--- src/hdl/fec_pkg.sv ---
// Shared types and constants of the feedback echo comb filter.
`default_nettype none

package fec_pkg;

  localparam int unsigned SampleFieldW = 32;
  localparam int unsigned CfgW         = 16;
  localparam int unsigned GainFracBits = 16;

  localparam logic [CfgW-1:0] DelayReset = 16'd48000;
  localparam logic [CfgW-1:0] GainReset  = 16'd32768;

  typedef enum logic [0:0] {
    CFG_DELAY_SAMPLES = 1'b0,
    CFG_ECHO_GAIN     = 1'b1
  } cfg_idx_e;

  typedef struct packed {
    logic [SampleFieldW-1:0] in_sample;
    logic                    in_last;
  } fec_in_t;

  typedef struct packed {
    logic [SampleFieldW-1:0] out_sample;
    logic                    out_last;
    logic                    out_saturated;
  } fec_out_t;

  typedef struct packed {
    logic pass_through;
    logic zero_delay;
    logic forward;
  } mac_ctrl_t;

endpackage

`default_nettype wire

--- src/hdl/fec_mac.sv ---
// Echo multiply-add with saturation and the pass-through and zero-delay selections.
`default_nettype none

module fec_mac
  import fec_pkg::*;
#(
  parameter int unsigned SAMPLE_BITS = 32
) (
  input  wire mac_ctrl_t              ctrl_i,
  input  wire logic [SAMPLE_BITS-1:0] sample_i,
  input  wire logic [SAMPLE_BITS-1:0] mem_data_i,
  input  wire logic [SAMPLE_BITS-1:0] fwd_data_i,
  input  wire logic [CfgW-1:0]        gain_i,
  output logic      [SAMPLE_BITS-1:0] result_o,
  output logic                        saturated_o
);

  logic [SAMPLE_BITS-1:0]              delayed;
  logic [SAMPLE_BITS+GainFracBits-1:0] product;
  logic [SAMPLE_BITS:0]                sum;

  always_comb begin
    priority if (ctrl_i.zero_delay) begin
      delayed = sample_i;
    end else if (ctrl_i.forward) begin
      delayed = fwd_data_i;
    end else begin
      delayed = mem_data_i;
    end
    product = (SAMPLE_BITS+GainFracBits)'(delayed) * (SAMPLE_BITS+GainFracBits)'(gain_i);
    sum     = {1'b0, sample_i} + {1'b0, product[SAMPLE_BITS+GainFracBits-1:GainFracBits]};
    if (ctrl_i.pass_through) begin
      result_o    = sample_i;
      saturated_o = 1'b0;
    end else if (sum[SAMPLE_BITS]) begin
      result_o    = '1;
      saturated_o = 1'b1;
    end else begin
      result_o    = sum[SAMPLE_BITS-1:0];
      saturated_o = 1'b0;
    end
  end

endmodule

`default_nettype wire

--- config.mk ---
export PLATFORM = sky130hd
export DESIGN_NAME = fec_mac
export DESIGN_NICKNAME = d
export VERILOG_FILES = /design/src/hdl/fec_pkg.sv /design/src/hdl/fec_mac.sv
export SDC_FILE = /design/constraint.sdc
export NUM_CORES = 1
export LEC_CHECK = 0
export ABC_AREA = 1
export BUFFER_PORTS_ARGS = -buffer_cell sky130_fd_sc_hd__buf_2
export CORE_UTILIZATION = 40
export DETAILED_ROUTE_END_ITERATION = 12
export PLACE_DENSITY = 0.54
export RECOVER_POWER = 50
export SYNTH_ARGS = -nofsm -noshare
export SYNTH_HDL_FRONTEND = slang
export SYNTH_SLANG_ARGS = --single-unit
export TNS_END_PERCENT = 50
--- constraint.sdc ---
create_clock -name vclk -period 29.4
set_input_delay 5.88 -clock vclk [all_inputs]
set_output_delay 5.88 -clock vclk [all_outputs]
set_load 0.005 [all_outputs]
==> impl_results.md <==
- Met2 wire length: roughly 34 mm
- Period minus WS final: about 25 ns
- Initial DRC Count: 1,227
- CTS Hold Bufs: 0
- Syn Std Cell Area: between 0.015 and 0.02 mm2
- Die ar.: ~0.049 mm2
- Num ports: 148
- Startpoint type of the worst setup path: input pin
- Final Hold Fails: 0
- Post-CTS setup buffer count: 0
- FFs & Latches: 0
- Crit share post-route: approximately 84%
- Setup tns final: 0 ns
- Final Max Tran Viols: between 60 and 70
- First-pass GRT wire length: 105 mm
- Crit-path max FO: 33
- Vias per std cell: about 5.2
- Synth Instances: roughly 2,700
- Crit-path slowest cell: clkinvlp_2
- Syn Area/Cell: between 7 and 8 um2
- Synth top cells by count: nand2_1 (641), inv_1 (634), fa_1 (418)
- Ranking of synthesized cells by area: fa_1 (43%), nand2_1 (12%), inv_1 (12%)
- Gr usage total: between 20% and 30%
- GRT overflow: 0
- Relative slew slack: -9.36%
- Initial antenna violation count: 3
- Post-layout nets: ~3,500
- Share of post-route cells with drive strength above 1: 6.43%
- Largest delay share family, worst path: buffers and inverters
- Port Buffers: ~150
- Crit path kind: input pin to output pin
- Hold-critical path endpoint: saturated_o
- Hold_sp: ctrl_i[2]
- Yosys top cell by area: fa_1
- M1 wire length: 28.0 mm
- Largest net degree at the start of global routing: 65
- Top sig layer: met4
- Vias: ~18,000
- WL final: ~67 mm
- Die extent in x: about 220 um
- Detailed-route DRC error count: 1
- Pre-CTS setup slack: about 7.7 ns
- # Max-Cap Violations: 2
- WL/cell: 19.7 um
- Synth top area share: between 40% and 50%
- WHS Path Cells: 3
- Final setup fails: 0
- Syn_nets: about 3,400
- RSZ-0062 raised after global routing: false
- Die H: ~220 um
- Most frequent CP cell: fa_1
- Final setup margin: approximately 4.7 ns
- Layout area overhead: 6.37%
- Vias in the first global route: around 18,000
- Std-Cell Rows: 80
- Met3 wire length: about 3.4 mm
- Core footprint: between 0.04 and 0.05 mm2
- Failing checks: design-rule violations, max-capacitance violations, max-slew violations
- Fmax: 0.0404 GHz
- Routed Antenna Nets: 0
- Worst Hold Class: input pin to output pin
- DP HPWL: approximately 59 mm
- FF/Latch Area: 0 um2
- Synthesis warning total: 0
- Critical Path Max Stage Delay: roughly 1.9 ns
- Sequential fraction of the synthesis area: 0%
- CP required: approximately 24 ns
- CP Buf/Inv Count: 9
- Count leader, synth: nand2_1
- CLK BUF: 0
- Worst Path Arrival: between 15 and 20 ns
- Worst slew pin tran: around 1.6 ns
- Starting Density: between 40% and 50%
- Status: finished with violations
- Distinct cells, synth: 45
- Final estimated routing congestion in global placement: between 0.9 and 1
- Resized Gates After CTS: 0
- Crit end category: output pin
- Drt first pass iters: 9
## cells by family (layout without fill, tap and decap cells)
| group | Yosys count | in the layout | share of synthesized area (%) |
|---|---|---|---|
| AOI/OAI and AO/OA | 253 | 253 | 7.54 |
| xor gates and xnor gates | 43 | 43 | 1.95 |
| adders and majority gates | 570 | 570 | 53.2 |
| buffers and inverters | 730 | 806 | 14.5 |
| other | 0 | 1 | 0 |
| and+or+nand+nor | 1112 | 1112 | 22.9 |
## through the flow
stage | instance area, um2 | util [%] | hold slack (ns) | instances
floorplan | 19300 | - | 11.79 | 2708
global placement | 20500 | 43.1 | 12.06 | 3399
detailed placement | 20500 | 43.1 | 12.07 | 3399
CTS | 20500 | 43.1 | 12.07 | 3399
global route | 20500 | 43.1 | 12.08 | 3400
finish | 20500 | 43.1 | 12.06 | 3400
## metal layers
metal | GRT usage, % | up-vias
li1 | - | 8139
met1 | 36.2 | 8892
met2 | 49.6 | 542
met3 | 1.84 | 84
met4 | 6.70 | 0
met5 | 0 | -
## final cells by class
class	instances	area, um2
antenna	1	2.50
fill	5094	27100
inverter	646	2430
multi-input combinational	1978	16500
tap	615	769
timing repair buffer	160	827
## worst max-delay path by stage
stage	start	to	cells after the start
2_1_floorplan	ctrl_i[0]	result_o[10]	38
3_3_place_gp	ctrl_i[0]	result_o[20]	34
3_5_place_dp	ctrl_i[0]	result_o[20]	34
4_1_cts	ctrl_i[0]	result_o[20]	34
5_1_grt	ctrl_i[0]	result_o[29]	34
6_report	ctrl_i[0]	result_o[20]	34
## cell usage in the layout, fill, tap and decap left out, types with 13 or more instances in the layout
cell type    n
nand2_1    641
inv_1      634
fa_1       418
nor2_1     343
ha_1       152
buf_2      141
a21oi_1     94
nand3_1     86
o21ai_0     72
xor2_1      32
o21bai_1    18
a31oi_1     13
Power is left out: the tool's default activity adds up to more than one toggle a clock period on the data nets, which glitch-free logic cannot reach.
